===== src/hw/rtl/lpm_pkg.sv =====
`timescale 1ns / 1ps

package lpm_pkg;

    // Coordinate format
    localparam int COORD_INT_BITS  = 12;
    localparam int COORD_FRAC_BITS = 4;
    localparam int CRD_W           = COORD_INT_BITS + COORD_FRAC_BITS;

    // Sizes and derived widths
    localparam int SZ_W      = 13;
    localparam int SIZE_MAX  = 4096;
    localparam int OFF_W     = SZ_W - 1;
    localparam int CORNER_W  = 12;
    localparam int HALF_W    = SZ_W + COORD_FRAC_BITS;      // w2, h2, radius
    localparam int RR_W      = 2 * HALF_W;
    localparam int PROD_W    = CRD_W + SZ_W;                // diff * content size

    // Point pipeline
    localparam int NST        = 15;
    localparam int DIV_STEPS  = CRD_W;
    localparam int STEP_PER   = 2;
    localparam int DIV_STG    = DIV_STEPS / STEP_PER;
    localparam int ST_MAPPED  = 3 + DIV_STG + 1;

    // Setup divider
    localparam int VNUM_W = 2 * SZ_W;
    localparam int VDEN_W = SZ_W + 1;
    localparam int VCNT_W = 5;

    // Register map
    localparam int ADDR_W = 5;
    localparam logic [2:0] REG_RENDER_W  = 3'd0;
    localparam logic [2:0] REG_RENDER_H  = 3'd1;
    localparam logic [2:0] REG_CONTENT_W = 3'd2;
    localparam logic [2:0] REG_CONTENT_H = 3'd3;
    localparam logic [2:0] REG_ASPECT    = 3'd4;
    localparam logic [2:0] REG_SHAPE     = 3'd5;
    localparam logic [2:0] REG_CORNER    = 3'd6;

    // Shape codes
    localparam logic [1:0] SHAPE_RECT   = 2'd0;
    localparam logic [1:0] SHAPE_ROUND  = 2'd1;
    localparam logic [1:0] SHAPE_CIRCLE = 2'd2;

    typedef enum logic [2:0] {
        ST_IDLE,
        ST_PROD,
        ST_SEL,
        ST_DIV,
        ST_VIEW,
        ST_SQR
    } setup_state_t;

    // Viewport and shape constants derived from the registers
    typedef struct packed {
        logic [OFF_W-1:0]  vx;
        logic [OFF_W-1:0]  vy;
        logic [SZ_W-1:0]   vw;
        logic [SZ_W-1:0]   vh;
        logic [SZ_W-1:0]   cw;
        logic [SZ_W-1:0]   ch;
        logic [HALF_W-1:0] w2;
        logic [HALF_W-1:0] h2;
        logic [HALF_W-1:0] rad;
        logic [RR_W-1:0]   rr;
        logic [1:0]        kind;
        logic              zero;
    } view_t;

    // Clip a size register: zero acts as one, oversize as the maximum
    function automatic logic [SZ_W-1:0] size_eff(input logic [SZ_W-1:0] v);
        logic [SZ_W-1:0] r;
        begin
            r = v;
            if (v == '0) r = SZ_W'(1);
            else if (v > SZ_W'(SIZE_MAX)) r = SZ_W'(SIZE_MAX);
            return r;
        end
    endfunction

endpackage


===== src/hw/rtl/lpm_setup.sv =====
`timescale 1ns / 1ps

module lpm_setup (
    input  logic                       aclk,
    input  logic                       aresetn,
    input  logic                       psel,
    input  logic                       penable,
    input  logic                       pwrite,
    input  logic [lpm_pkg::ADDR_W-1:0] paddr,
    input  logic [31:0]                pwdata,
    output logic [31:0]                prdata,
    output logic                       pready,
    output lpm_pkg::view_t             view,
    output logic                       busy
);

    logic [lpm_pkg::SZ_W-1:0]     rw_cfg_reg, rh_cfg_reg, cw_cfg_reg, ch_cfg_reg;
    logic                         aspect_reg;
    logic [1:0]                   shape_reg;
    logic [lpm_pkg::CORNER_W-1:0] corner_reg;

    lpm_pkg::setup_state_t state_reg, state_next;

    logic [lpm_pkg::SZ_W-1:0]   rw, rh, cw, ch;
    logic [lpm_pkg::VNUM_W-1:0] pa_reg, pb_reg;
    logic                       wide_reg;
    logic [lpm_pkg::VNUM_W-1:0] nq_reg;
    logic [lpm_pkg::VDEN_W-1:0] rem_reg, den_reg;
    logic [lpm_pkg::VCNT_W-1:0] cnt_reg;
    lpm_pkg::view_t             view_reg;

    logic                       wr;
    logic [2:0]                 idx;
    logic [lpm_pkg::VDEN_W:0]   trial;
    logic [lpm_pkg::SZ_W-1:0]   qc, lim, vw_n, vh_n;
    logic [lpm_pkg::HALF_W-1:0] w2_n, h2_n, side, cr, rad_n;

    assign wr     = psel && penable && pwrite;
    assign idx    = paddr[4:2];
    assign pready = 1'b1;
    assign busy   = (state_reg != lpm_pkg::ST_IDLE);
    assign view   = view_reg;

    assign rw = lpm_pkg::size_eff(rw_cfg_reg);
    assign rh = lpm_pkg::size_eff(rh_cfg_reg);
    assign cw = lpm_pkg::size_eff(cw_cfg_reg);
    assign ch = lpm_pkg::size_eff(ch_cfg_reg);

    // Register writes
    always_ff @(posedge aclk) begin
        if (!aresetn) begin
            rw_cfg_reg <= lpm_pkg::SZ_W'(1);
            rh_cfg_reg <= lpm_pkg::SZ_W'(1);
            cw_cfg_reg <= lpm_pkg::SZ_W'(1);
            ch_cfg_reg <= lpm_pkg::SZ_W'(1);
            aspect_reg <= 1'b0;
            shape_reg  <= lpm_pkg::SHAPE_RECT;
            corner_reg <= '0;
        end else if (wr) begin
            case (idx)
                lpm_pkg::REG_RENDER_W:  rw_cfg_reg <= pwdata[lpm_pkg::SZ_W-1:0];
                lpm_pkg::REG_RENDER_H:  rh_cfg_reg <= pwdata[lpm_pkg::SZ_W-1:0];
                lpm_pkg::REG_CONTENT_W: cw_cfg_reg <= pwdata[lpm_pkg::SZ_W-1:0];
                lpm_pkg::REG_CONTENT_H: ch_cfg_reg <= pwdata[lpm_pkg::SZ_W-1:0];
                lpm_pkg::REG_ASPECT:    aspect_reg <= pwdata[0];
                lpm_pkg::REG_SHAPE:     shape_reg  <= pwdata[1:0];
                lpm_pkg::REG_CORNER:    corner_reg <= pwdata[lpm_pkg::CORNER_W-1:0];
                default: ;
            endcase
        end
    end

    // Read back
    always_comb begin
        prdata = '0;
        case (idx)
            lpm_pkg::REG_RENDER_W:  prdata = 32'(rw_cfg_reg);
            lpm_pkg::REG_RENDER_H:  prdata = 32'(rh_cfg_reg);
            lpm_pkg::REG_CONTENT_W: prdata = 32'(cw_cfg_reg);
            lpm_pkg::REG_CONTENT_H: prdata = 32'(ch_cfg_reg);
            lpm_pkg::REG_ASPECT:    prdata = 32'(aspect_reg);
            lpm_pkg::REG_SHAPE:     prdata = 32'(shape_reg);
            lpm_pkg::REG_CORNER:    prdata = 32'(corner_reg);
            default:                prdata = '0;
        endcase
    end

    // Next state: rerun the viewport calculation after every write
    always_comb begin
        state_next = state_reg;
        case (state_reg)
            lpm_pkg::ST_IDLE: if (wr) state_next = lpm_pkg::ST_PROD;
            lpm_pkg::ST_PROD: state_next = lpm_pkg::ST_SEL;
            lpm_pkg::ST_SEL:  state_next = lpm_pkg::ST_DIV;
            lpm_pkg::ST_DIV:
                if (cnt_reg == lpm_pkg::VCNT_W'(lpm_pkg::VNUM_W - 1))
                    state_next = lpm_pkg::ST_VIEW;
            lpm_pkg::ST_VIEW: state_next = lpm_pkg::ST_SQR;
            lpm_pkg::ST_SQR:  state_next = lpm_pkg::ST_IDLE;
            default:          state_next = lpm_pkg::ST_IDLE;
        endcase
        // Restart from the products when a write lands mid-run
        if (wr) state_next = lpm_pkg::ST_PROD;
    end

    always_ff @(posedge aclk) begin
        if (!aresetn) begin
            state_reg <= lpm_pkg::ST_PROD;
        end else begin
            state_reg <= state_next;
        end
    end

    // One restoring divide step
    assign trial = {rem_reg, nq_reg[lpm_pkg::VNUM_W-1]} - {1'b0, den_reg};

    // Rounded quotient clipped to 1..render size
    always_comb begin
        lim  = wide_reg ? rw : rh;
        qc   = lpm_pkg::SZ_W'(nq_reg);
        if (nq_reg == '0) qc = lpm_pkg::SZ_W'(1);
        else if (nq_reg > lpm_pkg::VNUM_W'(lim)) qc = lim;
        vw_n = rw;
        vh_n = rh;
        if (aspect_reg) begin
            if (wide_reg) vw_n = qc;
            else          vh_n = qc;
        end
        w2_n  = {cw, {lpm_pkg::COORD_FRAC_BITS{1'b0}}};
        h2_n  = {ch, {lpm_pkg::COORD_FRAC_BITS{1'b0}}};
        side  = (w2_n < h2_n) ? w2_n : h2_n;
        cr    = {corner_reg, {(lpm_pkg::COORD_FRAC_BITS + 1){1'b0}}};
        rad_n = side;
        if (shape_reg == lpm_pkg::SHAPE_ROUND && cr < side) rad_n = cr;
    end

    // Datapath of the sequencer
    always_ff @(posedge aclk) begin
        case (state_reg)
            lpm_pkg::ST_PROD: begin
                pa_reg <= rw * ch;
                pb_reg <= cw * rh;
            end
            lpm_pkg::ST_SEL: begin
                wide_reg <= (pa_reg > pb_reg);
                rem_reg  <= '0;
                cnt_reg  <= '0;
                if (pa_reg > pb_reg) begin
                    nq_reg  <= {pb_reg[lpm_pkg::VNUM_W-2:0], 1'b0} + lpm_pkg::VNUM_W'(ch);
                    den_reg <= {ch, 1'b0};
                end else begin
                    nq_reg  <= {pa_reg[lpm_pkg::VNUM_W-2:0], 1'b0} + lpm_pkg::VNUM_W'(cw);
                    den_reg <= {cw, 1'b0};
                end
            end
            lpm_pkg::ST_DIV: begin
                cnt_reg <= cnt_reg + 1'b1;
                if (!trial[lpm_pkg::VDEN_W]) begin
                    rem_reg <= trial[lpm_pkg::VDEN_W-1:0];
                    nq_reg  <= {nq_reg[lpm_pkg::VNUM_W-2:0], 1'b1};
                end else begin
                    rem_reg <= {rem_reg[lpm_pkg::VDEN_W-2:0], nq_reg[lpm_pkg::VNUM_W-1]};
                    nq_reg  <= {nq_reg[lpm_pkg::VNUM_W-2:0], 1'b0};
                end
            end
            lpm_pkg::ST_VIEW: begin
                view_reg.vw   <= vw_n;
                view_reg.vh   <= vh_n;
                view_reg.vx   <= lpm_pkg::OFF_W'((rw - vw_n) >> 1);
                view_reg.vy   <= lpm_pkg::OFF_W'((rh - vh_n) >> 1);
                view_reg.cw   <= cw;
                view_reg.ch   <= ch;
                view_reg.w2   <= w2_n;
                view_reg.h2   <= h2_n;
                view_reg.rad  <= rad_n;
                view_reg.kind <= shape_reg;
                view_reg.zero <= (cw_cfg_reg == '0) || (ch_cfg_reg == '0);
            end
            lpm_pkg::ST_SQR: begin
                view_reg.rr <= view_reg.rad * view_reg.rad;
            end
            default: ;
        endcase
    end

endmodule


===== config.mk =====
export PLATFORM = sky130hd
export DESIGN_NAME = lpm_setup
export DESIGN_NICKNAME = d
export VERILOG_FILES = /design/src/hw/rtl/lpm_pkg.sv /design/src/hw/rtl/lpm_setup.sv
export SDC_FILE = /design/constraint.sdc
export NUM_CORES = 2
export LEC_CHECK = 0
export BUFFER_PORTS_ARGS = -buffer_cell sky130_fd_sc_hd__buf_2
export CAP_MARGIN = 25
export CORE_MARGIN = 1.5
export CORE_UTILIZATION = 63
export DETAILED_ROUTE_END_ITERATION = 6
export GPL_TIMING_DRIVEN = 0
export HOLD_SLACK_MARGIN = 0.05
export PLACE_DENSITY = 0.93
export SETUP_SLACK_MARGIN = 0.1
export SLEW_MARGIN = 20
export SYNTH_ARGS = -nofsm -noshare
export SYNTH_HDL_FRONTEND = slang
export SYNTH_SLANG_ARGS = --single-unit

===== constraint.sdc =====
create_clock -name aclk -period 9.6 [get_ports aclk]
set_input_delay 0.48 -clock aclk [delete_from_list [all_inputs] [get_ports aclk]]
set_output_delay 0.48 -clock aclk [all_outputs]
set_load 0.02 [all_outputs]

Word-level counts from Yosys, hierarchy flattened:

Index checks and enable logic that the tools add are counted.

* register bits after elaboration: 312
* output and inout bits: 198
* word-level logic and storage cells: 108

* add/subtract/negate cells: 6
* multiply operators: 3
* order comparisons: 8
* eq/ne operators: 14
* multiplexer cells: 27
* bitwise gates (word level): 2
* reductions and logical operators: 22

Operators with widths (count)
* 13-bit two-way mux: 15
* 13-bit one-hot mux with 7 select lines: 1
* 26-bit by 13-bit adder with 26-bit output: 2
* 13-bit greater-than comparator (second input constant): 4
* 13-bit logical NOT: 4
* 13-bit by 13-bit multiplier with 26-bit output: 2
* 26-bit one-hot mux with 2 select lines: 1
* 17-bit less-than comparator: 2
* 17-bit by 17-bit multiplier with 34-bit output: 1
* 17-bit two-way mux: 2
* 14-bit two-way mux: 2
* 14-bit one-hot mux with 2 select lines: 1
* 26-bit by 13-bit greater-than comparator with 1-bit output: 1
* 26-bit greater-than comparator: 1
* 26-bit logical NOT: 1
* 26-bit two-way mux: 1
* 13-bit subtractor: 2
* 2-bit AND reduction: 8
* 3-bit equality test (second input constant): 5
* 3-bit one-hot mux with 5 select lines: 1
* 15-bit by 14-bit subtractor with 15-bit output: 1
* 3-bit by 2-bit equality test with 1-bit output (second input constant): 4
* 5-bit one-hot mux with 2 select lines: 1
* 3-bit by 1-bit equality test with 1-bit output (second input constant): 2
* other kinds (13): 17

Depth between registers and ports, before layout:

* depth in word-level cells: 10
* depth in mapped cells: 28

Least setup slack after synthesis:

No wires, ideal clock.

* kind: reg2reg
* start: reg state_reg[2]
* end: reg state_reg[2]
* arrival time: 7.961 ns
* required time: 9.513 ns
* slack: 1.553 ns
* cell stages (with the launch flop): 3
* cell sequence: dfxtp_1 nor3b_1 o2111a_1

* cells in the longest elaborated chain, start to end: 3
* elaborated cells on any way between the ends: 9
* classes of those cells: 5 x eq/ne; 1 x mux; 1 x bitwise; 2 x reduce/logical

RTL lines
* from (decl): RTL line lpm_setup.sv:22 `lpm_pkg::setup_state_t state_reg, state_next;`
* from (signal assigned): RTL line lpm_setup.sv:108 `state_reg <= lpm_pkg::ST_PROD;`
* from (signal assigned): RTL line lpm_setup.sv:110 `state_reg <= state_next;`
* 3-bit by 2-bit equality test with 1-bit output or 3-bit logical NOT (tied branches): RTL line lpm_setup.sv:91 `case (state_reg)`
* 2-bit inequality test (no source line) or 1-bit NOT (tied branches)
* 2-bit AND reduction (no source line)

Parallel ways exist; a longest one is shown, timed or not.
A chain may end at the register's enable or synchronous reset.

Worst setup path after layout:

* start: reg cw_cfg_reg[12] (netlist bit)
* end: reg pb_reg[25] (netlist bit) (data pin)

* cells in the longest elaborated chain, start to end: 4
* elaborated cells on any way between the ends: 5
* classes of those cells: 1 x mul; 1 x order compare; 2 x mux; 1 x reduce/logical

RTL lines
* from (decl): RTL line lpm_setup.sv:17 `logic [lpm_pkg::SZ_W-1:0] rw_cfg_reg, rh_cfg_reg, cw_cfg_reg, ch_cfg_reg;`
* from (signal assigned): RTL line lpm_setup.sv:54 `cw_cfg_reg <= lpm_pkg::SZ_W'(1);`
* from (signal assigned): RTL line lpm_setup.sv:63 `lpm_pkg::REG_CONTENT_W: cw_cfg_reg <= pwdata[lpm_pkg::SZ_W-1:0];`
* 13-bit greater-than comparator: RTL line lpm_pkg.sv:77 `else if (v > SZ_W'(SIZE_MAX)) r = SZ_W'(SIZE_MAX);`
* 13-bit two-way mux: RTL line lpm_pkg.sv:77
* 13-bit two-way mux *: RTL line lpm_pkg.sv:76 `if (v == '0) r = SZ_W'(1);`
* named net cw (one bit): RTL line lpm_setup.sv:24 `logic [lpm_pkg::SZ_W-1:0] rw, rh, cw, ch;`
* 13-bit by 13-bit multiplier with 26-bit output *: RTL line lpm_setup.sv:142 `pb_reg <= cw * rh;`
* to (signal assigned): RTL line lpm_setup.sv:142
* to (decl): RTL line lpm_setup.sv:25 `logic [lpm_pkg::VNUM_W-1:0] pa_reg, pb_reg;`

The timed path passes the listed nets; every way through them passes the cells marked *.

==> metrics.txt <==
CTS Hold Buffers Added 0; critical path class flop to flop; worst-path cell chain clkbuf_1 > clkbuf_1 > nand2b_1 > clkinv_1 > nand2_1 > fa_1 > fa_1 > inv_1 > fa_1 > fa_1 > inv_1 > fa_1 > inv_1 > ha_1 > or2_2 > a21oi_1 > a211oi_1 > or3_1 > a31o_2 > a21oi_1 > xnor2_1; drt first pass iters 7; r2r worst-path depth 21; status finished, violations left; adder-cell share of the synthesized area 34.2%; Reg2Reg Launch Point cw_cfg_reg[12]$_SDFFE_PN0P_; startpoint types flop; Clk pin slew, worst setup/hold paths 0.06 ns; first-pass GRT wire length 156000 microns; post-synthesis xor/xnor area fraction 3.43%; crit share post-route 86.8%; GR Util All Layers 38.3%; cell count after synthesis 3562; later-pin clock latency in the skew report 0.59 ns; FP Rows 83; Pleak 17.4 nW; max reg flops 117; slew margin rel. 21.8%; mux contribution to synthesized area 3.06%; # clock sinks 298; Area after DPL 35000 sq um; Slew @ Worst Pin 1.17 ns; Die W approximately 230 microns; #FFs+latches synth 298; Critical Path End Type flop; full die area 53700 sq um; P_sw 1.27 mW; worst slack, placed 1.73 ns; Seq pwr share 41.5%; largest family of logic cells by synthesized area adder cells; hold path start pwdata[11]; Peak supply drop ~0.00014 V; Initial Util around 64%; crit-path max cell delay 0.76 ns; core area 51500 sq um; final hold vios 0; Slew Limit Fails 0; worst hold path endpoint corner_reg[11]$_SDFFE_PN0P_; Boundary Pins 240; drt initial violations ~3500; CTS tree done; skew final 0.0462 ns; post-synthesis sequential area ratio approximately a quarter; CP max stage cell clkinv_1; Avg Inst Size Synth 9.25 sq um; number of global-route vias before repair 28400; total wire length 103000 microns; Max Cap Viol 0; WL/cell between 20 and 25 microns; worst hold-check path type primary input to flop; final worst slack between 1 and 1.5 ns; antenna violations before repair 4; CP Data Required Time 9.91 ns; detailed placement HPWL approximately 80000 microns; Internal 2.70 mW; Vias 28200; antenna-violating nets left 0; Worst Path Max Fanout 12; main flop type after synthesis edfxtp_1; RR Endpoint pb_reg[25]$_DFFE_PP_; Root Buffer clkbuf_16; # DRC 62; Post-CTS Setup Inserts 0; Final setup viols 0; Final GP Congestion 1.05; Die Y 232 microns; Design Area, Final around 36000 sq um; clk buf depth 3; Most common cell on crit path fa_1; RSZ-0062 raised after global routing false; Reg2Reg Setup Slack 1.27 ns; PortBufs roughly 180; fin crit period 8.33 ns; PwrDens 109 nW/um^2; Hold Path Cell Cnt 3; complex-gate fraction of the synthesized area under 10%; switching part of the total 31.9%; post-DR vias/cell 6.20; CTS resizes 0; share of layout cells above drive strength 1 under 10%; Syn Std Cell Area 33000 sq um; Num CTS Buffers 37; maximum level of the CTS H-tree 2; asr flop ratio synth 0%; violated checks DRC; Fill cells 3531; # nets final between 4000 and 5000; number of flops mapped to enable cells by yosys roughly 230; largest net degree at the start of global routing 28; worst endpoint data arrival time 8.64 ns; Yosys cell types 76; yosys warns 0; combinational power share 21.6%; Synth Area in Simple Gates 15.2%; clock network power share 36.9%; max frequency 0.120 GHz; area delta synth->final 10.1%; total grt overflow 0
-- cell usage after synthesis (45+ instances only) --
cell type	count	share of area, %
buf_4	68	1.5
nand2b_1	45	0.85
a21oi_1	134	2.0
nor2_1	278	3.2
nand2_1	390	4.4
and2_1	82	1.6
a21boi_0	47	1.1
clkbuf_1	115	1.3
nand3_1	49	0.74
edfxtp_1	228	21
mux2i_1	60	1.8
inv_1	598	6.8
a21o_1	47	1.1
xnor2_1	102	2.7
fa_1	344	21
nor2b_1	62	1.2
ha_1	350	13
dfxtp_1	70	4.3
nor3_1	61	0.93
o21ai_0	99	1.5
-- worst max-delay path: cells and delay by family, from the launching register on --
kind / cells / cell delay, ns
AND/OR/NAND/NOR: 4 / 1.67
AO/OA/AOI/OAI: 4 / 0.71
flip-flops: 1 / 0.69
adder cells (fa/ha/maj): 6 / 2.78
XOR/XNOR: 1 / 0.13
buffers and inverters: 6 / 2.04
-- cell families (layout without fill, tap and decap cells) --
| family | Yosys count | in the layout |
|---|---|---|
| simple gates | 1082 | 1082 |
| fa+ha+maj | 694 | 694 |
| xor+xnor | 129 | 129 |
| mux | 82 | 82 |
| other cells | 2 | 44 |
| flops | 298 | 298 |
| compound gates | 468 | 468 |
| buf+inv | 807 | 1067 |
-- stage by stage --
step                      hold slack (ns)  setup TNS [ns]  util (%)  cells  power, mW
after CTS                           0.216               0      70.4   4540       3.93
final                               0.235               0      70.4   4544       3.97
after global placement              0.475         -105.60      67.6   4457       2.46
after detailed placement            0.484               0      67.9   4473       2.48
after floorplan                     0.446               0         -   3601       2.22
after global routing                0.240               0      70.4   4541       4.09
-- how the worst max path moves through the flow --
stage,end,cells past startpoint,startpoint
floorplan,state_reg[2]$_SDFFE_PP0P_,2,state_reg[2]$_SDFFE_PP0P_
global placement,state_reg[2]$_SDFFE_PP0P_,2,state_reg[0]$_SDFFE_PP1P_
detailed placement,pb_reg[25]$_DFFE_PP_,21,cw_cfg_reg[12]$_SDFFE_PN0P_
CTS,pb_reg[25]$_DFFE_PP_,21,cw_cfg_reg[12]$_SDFFE_PN0P_
global route,pa_reg[24]$_DFFE_PP_,25,ch_cfg_reg[12]$_SDFFE_PN0P_
finish,pb_reg[25]$_DFFE_PP_,21,cw_cfg_reg[12]$_SDFFE_PN0P_
-- cells in the final DEF, fill, tap and decap left out, types with 23 or more instances in the layout --
master	synthesis	layout
mux2i_1	60	60
a21boi_0	47	47
buf_2	1	177
nor2_1	278	278
or3_1	23	23
o21ai_0	99	99
a21oi_1	134	134
nand2_1	390	390
clkbuf_16	0	39
conb_1	2	41
nand2b_1	45	45
xnor2_1	102	102
and2_1	82	82
dfxtp_1	70	70
buf_4	68	80
fa_1	344	344
nor2b_1	62	61
clkbuf_1	115	118
nor3_1	61	61
xor2_1	27	27
ha_1	350	350
nand3_1	49	49
edfxtp_1	228	228
inv_1	598	598
a21o_1	47	47
-- power by group through the flow --
stage          Combinational (mW)  Sequential (mW)  Clock, mW
2_1_floorplan               0.579             1.64          0
3_3_place_gp                0.781             1.68          0
3_5_place_dp                0.816             1.66          0
4_1_cts                     0.829             1.64       1.46
5_1_grt                     0.932             1.65       1.51
6_report                    0.858             1.65       1.47
-- area by class of cell --
cell class | instances | area [sq um] | share of cell area (%)
Clock inverter | 23 | 248 | 0.683
Multi-Input combinational cell | 2496 | 21600 | 59.5
Timing Repair Buffer | 193 | 1040 | 2.86
Tap cell | 680 | 851 | 2.35
Sequential cell | 298 | 8250 | 22.7
Buffer | 191 | 981 | 2.70
Antenna cell | 3 | 7.51 | 0.0207
Inverter | 616 | 2310 | 6.37
Clock buffer | 44 | 1010 | 2.80
-- layer usage --
metal / global-route usage (%) / routed length (microns) / part of all wire, % / vias up
met3: 13.5 / 14200 / 14 / 654
met5: 4.50 / 333 / 0.32 / -
li1: - / - / - / 12000
met1: 45.7 / 35500 / 35 / 13300
met2: 58.0 / 44500 / 43 / 2128
met4: 25.9 / 8250 / 8.0 / 10
No activity file was read; power rests on OpenSTA's default activity.
