--- config.mk ---
export PLATFORM = sky130hd
export DESIGN_NAME = lpm_axis
export DESIGN_NICKNAME = d
export VERILOG_FILES = /design/src/hw/rtl/lpm_pkg.sv /design/src/hw/rtl/lpm_axis.sv
export SDC_FILE = /design/constraint.sdc
export NUM_CORES = 1
export LEC_CHECK = 0
export BUFFER_PORTS_ARGS = -buffer_cell sky130_fd_sc_hd__clkbuf_2
export CORE_MARGIN = 2
export CORE_UTILIZATION = 55
export CTS_CLUSTER_SIZE = 12
export DETAILED_ROUTE_END_ITERATION = 7
export PLACE_DENSITY = 0.72
export SYNTH_ARGS = -nofsm -noshare
export SYNTH_HDL_FRONTEND = slang
export SYNTH_SLANG_ARGS = --single-unit
--- constraint.sdc ---
create_clock -name aclk -period 9.4 [get_ports aclk]
set_clock_uncertainty 0.1 [all_clocks]
set_input_delay 1.88 -clock aclk [delete_from_list [all_inputs] [get_ports aclk]]
set_output_delay 1.88 -clock aclk [all_outputs]
set_load 0.02 [all_outputs]
--- src/hw/rtl/lpm_pkg.sv ---
`timescale 1ns / 1ps

package lpm_pkg;

    // Coordinate format
    localparam int COORD_INT_BITS  = 12;
    localparam int COORD_FRAC_BITS = 4;
    localparam int CRD_W           = COORD_INT_BITS + COORD_FRAC_BITS;

    // Sizes and derived widths
    localparam int SZ_W      = 13;
    localparam int SIZE_MAX  = 4096;
    localparam int OFF_W     = SZ_W - 1;
    localparam int CORNER_W  = 12;
    localparam int HALF_W    = SZ_W + COORD_FRAC_BITS;      // w2, h2, radius
    localparam int RR_W      = 2 * HALF_W;
    localparam int PROD_W    = CRD_W + SZ_W;                // diff * content size

    // Point pipeline
    localparam int NST        = 15;
    localparam int DIV_STEPS  = CRD_W;
    localparam int STEP_PER   = 2;
    localparam int DIV_STG    = DIV_STEPS / STEP_PER;
    localparam int ST_MAPPED  = 3 + DIV_STG + 1;

    // Setup divider
    localparam int VNUM_W = 2 * SZ_W;
    localparam int VDEN_W = SZ_W + 1;
    localparam int VCNT_W = 5;

    // Register map
    localparam int ADDR_W = 5;
    localparam logic [2:0] REG_RENDER_W  = 3'd0;
    localparam logic [2:0] REG_RENDER_H  = 3'd1;
    localparam logic [2:0] REG_CONTENT_W = 3'd2;
    localparam logic [2:0] REG_CONTENT_H = 3'd3;
    localparam logic [2:0] REG_ASPECT    = 3'd4;
    localparam logic [2:0] REG_SHAPE     = 3'd5;
    localparam logic [2:0] REG_CORNER    = 3'd6;

    // Shape codes
    localparam logic [1:0] SHAPE_RECT   = 2'd0;
    localparam logic [1:0] SHAPE_ROUND  = 2'd1;
    localparam logic [1:0] SHAPE_CIRCLE = 2'd2;

    typedef enum logic [2:0] {
        ST_IDLE,
        ST_PROD,
        ST_SEL,
        ST_DIV,
        ST_VIEW,
        ST_SQR
    } setup_state_t;

    // Viewport and shape constants derived from the registers
    typedef struct packed {
        logic [OFF_W-1:0]  vx;
        logic [OFF_W-1:0]  vy;
        logic [SZ_W-1:0]   vw;
        logic [SZ_W-1:0]   vh;
        logic [SZ_W-1:0]   cw;
        logic [SZ_W-1:0]   ch;
        logic [HALF_W-1:0] w2;
        logic [HALF_W-1:0] h2;
        logic [HALF_W-1:0] rad;
        logic [RR_W-1:0]   rr;
        logic [1:0]        kind;
        logic              zero;
    } view_t;

    // Clip a size register: zero acts as one, oversize as the maximum
    function automatic logic [SZ_W-1:0] size_eff(input logic [SZ_W-1:0] v);
        logic [SZ_W-1:0] r;
        begin
            r = v;
            if (v == '0) r = SZ_W'(1);
            else if (v > SZ_W'(SIZE_MAX)) r = SZ_W'(SIZE_MAX);
            return r;
        end
    endfunction

endpackage

--- src/hw/rtl/lpm_axis.sv ---
`timescale 1ns / 1ps

module lpm_axis (
    input  logic                      aclk,
    input  logic [lpm_pkg::NST:1]     en,
    input  logic [lpm_pkg::CRD_W-1:0] p,
    input  logic [lpm_pkg::OFF_W-1:0] off,
    input  logic [lpm_pkg::SZ_W-1:0]  vsz,
    input  logic [lpm_pkg::SZ_W-1:0]  csz,
    output logic [lpm_pkg::CRD_W-1:0] m,
    output logic                      invp
);

    localparam int FB = lpm_pkg::COORD_FRAC_BITS;
    localparam int CW = lpm_pkg::CRD_W;
    localparam int SW = lpm_pkg::SZ_W;

    logic [CW-1:0]               offq, limit;
    logic [SW-1:0]               vend;
    logic [CW:0]                 endq;
    logic [CW-1:0]               d1_reg;
    logic [lpm_pkg::PROD_W-1:0]  n2_reg;
    logic [SW-1:0]               rem_reg [0:lpm_pkg::DIV_STG];
    logic [CW-1:0]               lq_reg  [0:lpm_pkg::DIV_STG];
    logic                        ovf_reg [0:lpm_pkg::DIV_STG];
    logic                        ivp_reg [1:lpm_pkg::ST_MAPPED];
    logic [CW-1:0]               m_reg;

    assign offq  = {off, {FB{1'b0}}};
    assign vend  = SW'({1'b0, off}) + vsz;
    assign endq  = {vend, {FB{1'b0}}};
    assign limit = CW'({SW'(csz - 1'b1), {FB{1'b0}}});

    // Offset into the viewport, and the viewport test
    always_ff @(posedge aclk) begin
        if (en[1]) begin
            d1_reg     <= (p > offq) ? (p - offq) : '0;
            ivp_reg[1] <= (p >= offq) && ({1'b0, p} < endq);
        end
    end

    // Scale by the content size
    always_ff @(posedge aclk) begin
        if (en[2]) begin
            n2_reg     <= d1_reg * csz;
            ivp_reg[2] <= ivp_reg[1];
        end
    end

    // Flag quotients that need more than the coordinate width
    always_ff @(posedge aclk) begin
        if (en[3]) begin
            ovf_reg[0] <= (n2_reg[lpm_pkg::PROD_W-1:CW] >= vsz);
            rem_reg[0] <= n2_reg[lpm_pkg::PROD_W-1:CW];
            lq_reg[0]  <= n2_reg[CW-1:0];
            ivp_reg[3] <= ivp_reg[2];
        end
    end

    // Divide by the viewport size, two quotient bits per stage
    for (genvar i = 0; i < lpm_pkg::DIV_STG; i++) begin : g_div
        logic [SW-1:0] r_c [0:lpm_pkg::STEP_PER];
        logic [CW-1:0] q_c [0:lpm_pkg::STEP_PER];
        logic [SW:0]   sh  [0:lpm_pkg::STEP_PER-1];

        always_comb begin
            r_c[0] = rem_reg[i];
            q_c[0] = lq_reg[i];
            for (int k = 0; k < lpm_pkg::STEP_PER; k++) begin
                sh[k] = {r_c[k], q_c[k][CW-1]};
                if (sh[k] >= {1'b0, vsz}) begin
                    r_c[k+1] = SW'(sh[k] - {1'b0, vsz});
                    q_c[k+1] = {q_c[k][CW-2:0], 1'b1};
                end else begin
                    r_c[k+1] = SW'(sh[k]);
                    q_c[k+1] = {q_c[k][CW-2:0], 1'b0};
                end
            end
        end

        always_ff @(posedge aclk) begin
            if (en[4+i]) begin
                rem_reg[i+1] <= r_c[lpm_pkg::STEP_PER];
                lq_reg[i+1]  <= q_c[lpm_pkg::STEP_PER];
                ovf_reg[i+1] <= ovf_reg[i];
                ivp_reg[4+i] <= ivp_reg[3+i];
            end
        end
    end

    // Clamp to the last content pixel
    always_ff @(posedge aclk) begin
        if (en[lpm_pkg::ST_MAPPED]) begin
            if (ovf_reg[lpm_pkg::DIV_STG] || lq_reg[lpm_pkg::DIV_STG] > limit)
                m_reg <= limit;
            else
                m_reg <= lq_reg[lpm_pkg::DIV_STG];
            ivp_reg[lpm_pkg::ST_MAPPED] <= ivp_reg[lpm_pkg::ST_MAPPED-1];
        end
    end

    assign m    = m_reg;
    assign invp = ivp_reg[lpm_pkg::ST_MAPPED];

endmodule

Yosys cells after proc, flatten, opt, wreduce, memory -nomap -nowiden
Memory sizes are Yosys's and may differ from the RTL's.
Cells that the tools add are included.
{"block": "op_classes", "multipliers": 1, "n_reduce_logical": 2, "n_addsub": 19, "n_div": 0, "shifts": 0, "n_eq_ne": 0, "magnitude_cmp": 21, "bitwise": 0, "muxes": 57}
{"operator": "$ge A14 B13 Y1", "count": 16}
{"operator": "$mux W13", "count": 16}
{"operator": "$sub A13 B13 Y13", "count": 16}
{"operator": "$mux W1", "count": 40}
{"operator": "$gt A16 B16 Y1", "count": 2}
{"operator": "$mul A16 B13 Y29", "count": 1}
{"operator": "$lt A16 B17 Y1", "count": 1}
{"operator": "$ge A16 B16 Y1", "count": 1}
{"operator": "$mux W16", "count": 1}
{"operator": "$sub A16 B16 Y16", "count": 1}
{"operator": "$add A12 B13 Y13", "count": 1}
{"operator": "$ge A13 B13 Y1", "count": 1}
{"operator": "$sub A12 B1 Y12 const B", "count": 1}
{"operator": "$logic_and A1 B1 Y1", "count": 1}
{"operator": "$logic_or A1 B1 Y1", "count": 1}
{"block": "totals", "n_memories": 4, "word_cells": 108, "latch_bits": 0, "regBits": 61, "mem_bits_ro": 0, "inputBits": 70, "mem_bits_rw": 282, "out_inout_bits": 17}
{"name": "lq_reg", "words": 9, "word_bits": 16, "rd": 9, "rd_clocked_by_memory_dff": 0, "wr": 9, "line_no": "lpm_axis.sv:24", "rtl": "logic [CW-1:0] lq_reg [0:lpm_pkg::DIV_STG];"}
{"name": "rem_reg", "words": 9, "word_bits": 13, "rd": 8, "rd_clocked_by_memory_dff": 0, "wr": 9, "line_no": "lpm_axis.sv:23", "rtl": "logic [SW-1:0] rem_reg [0:lpm_pkg::DIV_STG];"}
{"name": "ivp_reg", "words": 12, "word_bits": 1, "rd": 12, "rd_clocked_by_memory_dff": 0, "wr": 12, "line_no": "lpm_axis.sv:26", "rtl": "logic ivp_reg [1:lpm_pkg::ST_MAPPED];"}
{"name": "ovf_reg", "words": 9, "word_bits": 1, "rd": 9, "rd_clocked_by_memory_dff": 0, "wr": 9, "line_no": "lpm_axis.sv:25", "rtl": "logic ovf_reg [0:lpm_pkg::DIV_STG];"}

Logic depth before layout (Yosys ltp)
Gate-level depths: netlist of the first run.
An unclocked memory read counts as a cell.
{"block": "depth", "ltp_word": 5, "mapped_depth": 26, "ltp_nobuf": 23}

Worst setup path after synthesis of the first run
No wires, ideal clock.
{"block": "synth_path", "path_kind": "input port to flip-flop", "from": "input port csz[6] (netlist bit)", "to": "register n2_reg[28] (netlist bit) (data pin)", "t_arrival_ns": 7.540, "setup_time_ns": 0.265, "slack_ns": 1.495, "t_required_ns": 9.035, "path_stages": 23, "n_path_buf": 2, "path_cell_list": "clkbuf_1 -> clkbuf_1 -> nand2_1 -> fa_1 -> inv_1 -> fa_1 -> inv_1 -> fa_1 -> inv_1 -> fa_1 -> inv_1 -> fa_1 -> inv_1 -> ha_1 -> a2111oi_2 -> o21ai_1 -> a41oi_2 -> o21ai_1 -> or4_1 -> a31oi_1 -> nor2_1 -> a311oi_1 -> xnor2_1"}
{"block": "synth_via", "elab_chain_cells": 1}
{"element": "start, declared", "line_no": "lpm_axis.sv:9", "rtl": "input logic [lpm_pkg::SZ_W-1:0] csz,"}
{"element": "$mul A16 B13 Y29", "line_no": "lpm_axis.sv:45", "rtl": "n2_reg <= d1_reg * csz;"}
{"element": "end signal, assigned", "line_no": "lpm_axis.sv:45"}
{"element": "end, declared", "line_no": "lpm_axis.sv:22", "rtl": "logic [lpm_pkg::PROD_W-1:0] n2_reg;"}
No other way between the ends.
A chain may end at the register's enable or synchronous reset.

==> results of run 1 <==
==> worst paths after layout <==
kind                          to  cells past startpoint  slack [ns]          from
setup / recovery  rem_reg[0][64]                     22        1.40        vsz[1]
hold / removal     lq_reg[0][21]                      0        0.30  lq_reg[0][3]
setup reg to reg      n2_reg[28]                     21        2.54     d1_reg[5]
hold reg to reg    lq_reg[0][21]                      0        0.30  lq_reg[0][3]
==> layout make-up <==
type,count,area [sq um]
flip-flops and latches,330,9910
multi-input cells,2100,18060
clock buffers,44,994.7
fillers,4269,20910
well taps,688,860.8
inverters,338,1269
repair buffers,113,640.6
clock inverters,20,219.0
==> synthesized netlist by cell type, types with 5 or more instances <==
| cell | number |
|---|---|
| xor2_1 | 54 |
| a21o_1 | 61 |
| mux2_1 | 5 |
| a31oi_1 | 11 |
| o31ai_1 | 19 |
| nand2b_1 | 25 |
| a211oi_1 | 19 |
| nand4_1 | 41 |
| o21bai_1 | 18 |
| a311oi_1 | 5 |
| a21oi_1 | 144 |
| inv_1 | 338 |
| mux2_4 | 6 |
| or2_2 | 12 |
| and2_1 | 100 |
| a21boi_0 | 10 |
| mux2_2 | 116 |
| nor2b_1 | 37 |
| fa_1 | 171 |
| nand2_1 | 218 |
| nor2_1 | 153 |
| a211o_1 | 8 |
| ha_1 | 343 |
| buf_2 | 10 |
| clkbuf_1 | 50 |
| and4_1 | 6 |
| nand3_1 | 18 |
| o41ai_1 | 8 |
| edfxtp_1 | 330 |
| and3_1 | 10 |
| o21a_1 | 51 |
| nor3_1 | 64 |
| nor4_1 | 10 |
| o21ai_1 | 8 |
| mux2i_1 | 33 |
| xnor2_1 | 132 |
| o21ai_0 | 99 |
| o211ai_1 | 9 |
| or3_1 | 13 |
==> worst reg2reg max path: cells and delay by family, from the launching register on <==
family                     cells  cell delay (ns)
AOI/OAI and AO/OA              6             1.59
xor gates and xnor gates       1             0.14
adders and majority gates      6             3.03
buffers and inverters          5             0.27
DFF                            1             0.76
and+or+nand+nor                3             0.71
==> metrics by stage <==
step / cells / instance area (sq um) / setup slack, ns
global placement: 3569 / 30740 / 1.108
finish: 3633 / 31960 / 1.397
floorplan: 2837 / 29560 / 1.495
global route: 3633 / 31960 / 0.8551
CTS: 3633 / 31960 / 1.439
detailed placement: 3569 / 30740 / 0.8775
==> cell usage in the layout (no fill, tap or decap), drive strengths merged, types with 12 or more instances in the layout <==
| cell type | instances |
|---|---|
| a211oi | 20 |
| a21o | 61 |
| a21oi | 145 |
| and2 | 100 |
| buf | 30 |
| clkbuf | 127 |
| edfxtp | 330 |
| fa | 171 |
| ha | 343 |
| inv | 339 |
| mux2 | 127 |
| mux2i | 33 |
| nand2 | 218 |
| nand2b | 25 |
| nand3 | 18 |
| nand4 | 41 |
| nor2 | 153 |
| nor2b | 37 |
| nor3 | 65 |
| o21a | 51 |
| o21ai | 107 |
| o21bai | 18 |
| o31ai | 19 |
| or2 | 12 |
| or3 | 13 |
| xnor2 | 132 |
| xor2 | 54 |
==> logic make-up (layout without fill, tap and decap cells) <==
group	after synthesis	count (layout)
simple gates	726	726
fa+ha+maj	514	514
compound gates	514	514
buf+inv	407	515
flops	330	330
xor+xnor	186	186
mux	160	160
==> routing by layer <==
layer,track usage [%],vias up
li1,-,10160
met1,32.24,10450
met2,43.37,552
met3,3.136,118
met4,5.617,0
met5,0,-
==> summary.txt, run 1 <==
Crit-path cells: clkbuf_2, buf_4, inv_1, buf_4, fa_1, a21o_1, a21o_1, a221oi_4, o21a_1, o21ai_1, a211o_1, o21ai_0, fa_1, nor2b_1, o21ai_0, a21oi_1, nor4b_1, o21a_1, nor3_1, o21ai_0, and3_1, mux2_2
H-tree depth: 2
Area leader, netlist: edfxtp_1
Sink Count: 330
Cell Rows: 84
Drt total wl: 67800 um
Slowest CP cell: and3_1
Die area: 55620 sq um
Post-CTS setup buffer count: 0
DRC errors left: 0
CP arrival: 8.20 ns
Clk pin slew, worst setup/hold paths: 0.06 ns
Asr flop ratio synth: 0%
Mapped Area: 29560 sq um
Util after Layout: 60.45%
Starting Density: 55.92%
Area growth syn-to-layout: 8.101%
Vias/cell: 5.859
Clock buffer depth: 3
Nets: 3506
Measured slew at the worst slew-check pin: 0.9945 ns
Final GP Congestion: 0.8996
Antenna-violating nets left: 0
Initial antenna violation count: 0
Worst endpoint required time: 9.59 ns
CP Max Fanout: 19
Max layer used: met4
Synth Area in Compound Gates: 11.37%
Routed length on met1: 29460 um
Avg Cell Area, Syn: 10.42 sq um
Hold_buf cts: 0
Status: finished clean
EDFF count, synth: 330
Endpoints failing hold: 0
Final setup fails: 0
Wire per inst: 18.66 um
Max-slew violations: 0
PortBufs: 83
Peak Freq: 125.0 MHz
Crit-path most repeated cell: o21ai_0
Core box area: 52870 sq um
Worst Path Buf+Inv: 4
Setup Total Neg Slack: 0 ns
First-pass GRT wire length: 110400 um
Top-area cell type share of the netlist area: 33.52%
Crit end category: flip-flop
Tcrit/Tclk final: 85.13%
Ys Warns: 0
DR iter-0 viols: 1278
Via count: 21290
Main combinational cell family by area after synthesis: adder cells
Post-synthesis register bit count: 330
Sequential cell area fraction in the yosys report: 33.52%
Fraction of layout cells with a size suffix above 1: 10.87%
Worst Setup Start Kind: primary input
IO Pins: 87
RSZ-0062 raised after global routing: false
Routed wl met3: 3079 um
Total grt overflow: 0
Crit-path leading delay family: compound AO/OA/AOI/OAI gates
CTS tree: yes
Root Buffer: clkbuf_16
WHS: 0.2971 ns
TritonCTS Buffers: 39
Relative slew slack: 33.63%
Multiplexer area fraction after synthesis: 6.031%
Gr usage total: 24.57%
Main flop type after synthesis: edfxtp_1
Drt pass-1 iters: 5
Clock latency on the worst-skew pair: 0.56 ns
Simple-gate share of the synthesized area: 12.08%
Largest net degree at the start of global routing: 32
Xor/xnor cell area share of the yosys netlist: 5.510%
Die height: 235.8 um
Vias in the first global route: 21560
Critical path class: primary input to flip-flop
Met2 routed WL: 33810 um
Top cells by area, synth: edfxtp_1 (34%), ha_1 (15%), fa_1 (12%), mux2_2 (4.4%), inv_1 (4.3%)
Post-Syn Instances: 2837
Max reg flops: 144
Distinct cells, synth: 77
Diode count: 0
Min cycle time layout: 8.003 ns
CP peak stage delay: 0.68 ns
Max-Cap Viols: 0
Worst hold path type: flip-flop to flip-flop
Detailed Place HPWL: 52330 um
Adder-cell area share of the yosys netlist: 26.10%
PostCTS Resize Cnt: 0
Post-synth net total: 3421
Die X: 235.8 um
Power of run 1 is not shown: default switching activity piles up to over one toggle a cycle in this logic, so the estimate is an artifact.
==> run 2: changes to the inputs <==
--- a/config.mk
+++ b/config.mk
@@ -6,11 +6,12 @@
 export NUM_CORES = 1
 export LEC_CHECK = 0
 export BUFFER_PORTS_ARGS = -buffer_cell sky130_fd_sc_hd__clkbuf_2
+export CAP_MARGIN = 25
 export CORE_MARGIN = 2
 export CORE_UTILIZATION = 55
 export CTS_CLUSTER_SIZE = 12
 export DETAILED_ROUTE_END_ITERATION = 7
-export PLACE_DENSITY = 0.72
+export PLACE_DENSITY = 0.78
 export SYNTH_ARGS = -nofsm -noshare
 export SYNTH_HDL_FRONTEND = slang
 export SYNTH_SLANG_ARGS = --single-unit
==> run 2 against run 1 <==
Via count is 0.85% higher; final area is 0.46% lower; first-iteration DRC count is 36% higher; clock-buffer cell count is 2 lower; routed wire length is 0.39% higher; critical endpoint is now n2_reg[28].
==> summary.txt, run 2 (synthesis gave the netlist of run 1 again) <==
Fraction of layout cells with a size suffix above 1: 10.61% (-0.26 points)
Worst Setup Start Kind: primary input
Tcrit/Tclk final: 82.95% (-2.2 points)
Vias/cell: 5.915 (+0.96%)
Sink Count: 330 (unchanged)
DRC errors left: 0 (unchanged)
Post-CTS setup buffer count: 0 (unchanged)
Cell Rows: 84 (unchanged)
Core box area: 52870 sq um (unchanged)
Initial antenna violation count: 0 (unchanged)
Status: finished clean
Die area: 55620 sq um (unchanged)
Final setup fails: 0 (unchanged)
DR iter-0 viols: 1741 (+36%)
Gr usage total: 24.61% (+0.035 points)
Via count: 21470 (+0.85%)
Pre-CTS WS: 1.152 ns (+0.2744 ns)
Area growth syn-to-layout: 7.606%
PnR worst setup slack: 1.603 ns (+0.2052 ns)
Crit end category: flip-flop
Clock latency on the worst-skew pair: 0.56 ns (about the same)
Commonest non-fill, non-tap cell in the layout: ha_1
Detailed Place HPWL: 52750 um (+0.81%)
Peak Freq: 128.2 MHz (+2.6%)
Nets: 3501 (-0.14%)
Worst endpoint required time: 9.58 ns (about the same)
Worst hold path type: flip-flop to flip-flop
First-pass GRT wire length: 111200 um (+0.64%)
Total grt overflow: 0 (unchanged)
Clock buffer depth: 3 (unchanged)
Fill cell count: 4152 (-2.7%)
TritonCTS Buffers: 37 (-5.1%)
Relative slew slack: 39.11% (+5.5 points)
Endpoints failing hold: 0 (unchanged)
Drt total wl: 68060 um (+0.39%)
Largest net degree at the start of global routing: 32 (unchanged)
Max-Cap Viols: 0 (unchanged)
H-tree depth: 2 (unchanged)
Hold_buf cts: 0 (unchanged)
Setup Total Neg Slack: 0 ns (unchanged)
Critical path class: primary input to flip-flop
Starting Density: 55.92% (unchanged)
Antenna-violating nets left: 0 (unchanged)
Drt pass-1 iters: 5 (unchanged)
Min cycle time layout: 7.797 ns (-0.2052 ns)
Final GP Congestion: 0.8915 (-0.90%)
CP arrival: 7.97 ns (-0.23 ns)
Die height: 235.8 um (unchanged)
Root Buffer: clkbuf_16
Max-slew violations: 0 (unchanged)
RSZ-0062 raised after global routing: false
Finished Cell Area: 31810 sq um (-0.46%)
PostCTS Resize Cnt: 0 (unchanged)
DP Area: 30720 sq um (about the same)
Commonest cells after routing, fill and taps aside: ha_1 (343), inv_1 (338), edfxtp_1 (330)
Measured slew at the worst slew-check pin: 0.9123 ns (-0.08218 ns)
IO Pins: 87 (unchanged)
PortBufs: 83 (unchanged)
Diode count: 0 (unchanged)
CP Max Fanout: 18 (-1)
Max reg flops: 144 (unchanged)
Vias in the first global route: 22350 (+3.7%)
Die X: 235.8 um (unchanged)
Wire per inst: 18.75 um (+0.50%)
CTS tree: yes
Clk pin slew, worst setup/hold paths: 0.06 ns (about the same)
[run 2: cell types whose count changed in the layout (fill, tap and decap cells not counted), sizes merged]
cell      before  now
clkinv        11   17
buf           30   27
bufinv         4    1
clkbuf       127  125
inv          339  341
clkinvlp       4    0
[run 2: layout make-up]
type | count | area, sq um | area share, %
multi-input combinational | 2100 | 18060 | 56.79
sequential | 330 | 9910 | 31.15
inverter | 338 | 1269 | 3.988
clock buffer | 42 | 944.7 | 2.970
tap | 688 | 860.8 | 2.706
timing repair buffer | 110 | 618.1 | 1.943
clock inverter | 21 | 145.1 | 0.4562
[run 2: through the flow]
stage	utilization (%)	cells	hold WS (ns)
global route	60.17	3629	0.3118
floorplan	-	2837	0.3003
finish	60.17	3629	0.3086
global placement	58.11	3566	0.3011
CTS	60.17	3629	0.3042
detailed placement	58.11	3566	0.3045
[run 2: critical path: stages]
cell and delay [ns]:
clkbuf_2 0.36, nand2_1 0.14, fa_1 0.56, inv_1 0.05
fa_1 0.50, inv_1 0.05, fa_1 0.47, inv_1 0.05
fa_1 0.53, inv_1 0.06, fa_1 0.54, inv_1 0.05
ha_1 0.38, a2111oi_2 0.37, o21ai_1 0.18, a41oi_2 0.33
o21ai_1 0.19, or4_1 0.43, a31oi_1 0.28, nor2_1 0.11
a311oi_1 0.33, xnor2_1 0.14
[run 2: per-layer routing]
metal,track usage [%],vias to the layer above,part of all wire [%]
li1,-,10140,-
met1,30.38,10480,41
met2,43.18,695,49
met3,4.295,158,6.2
met4,9.052,0,3.9
met5,0,-,0
[run 2: worst paths after layout]
kind | from | to | slack (ns) | cells after the start
min | n2_reg[5] | lq_reg[0][5] | 0.31 | 0
max | csz[6] | n2_reg[28] | 1.60 | 22
max reg2reg | d1_reg[8] | n2_reg[28] | 2.52 | 20
min reg2reg | n2_reg[5] | lq_reg[0][5] | 0.31 | 0
Power of run 2 is left out for the same reason.
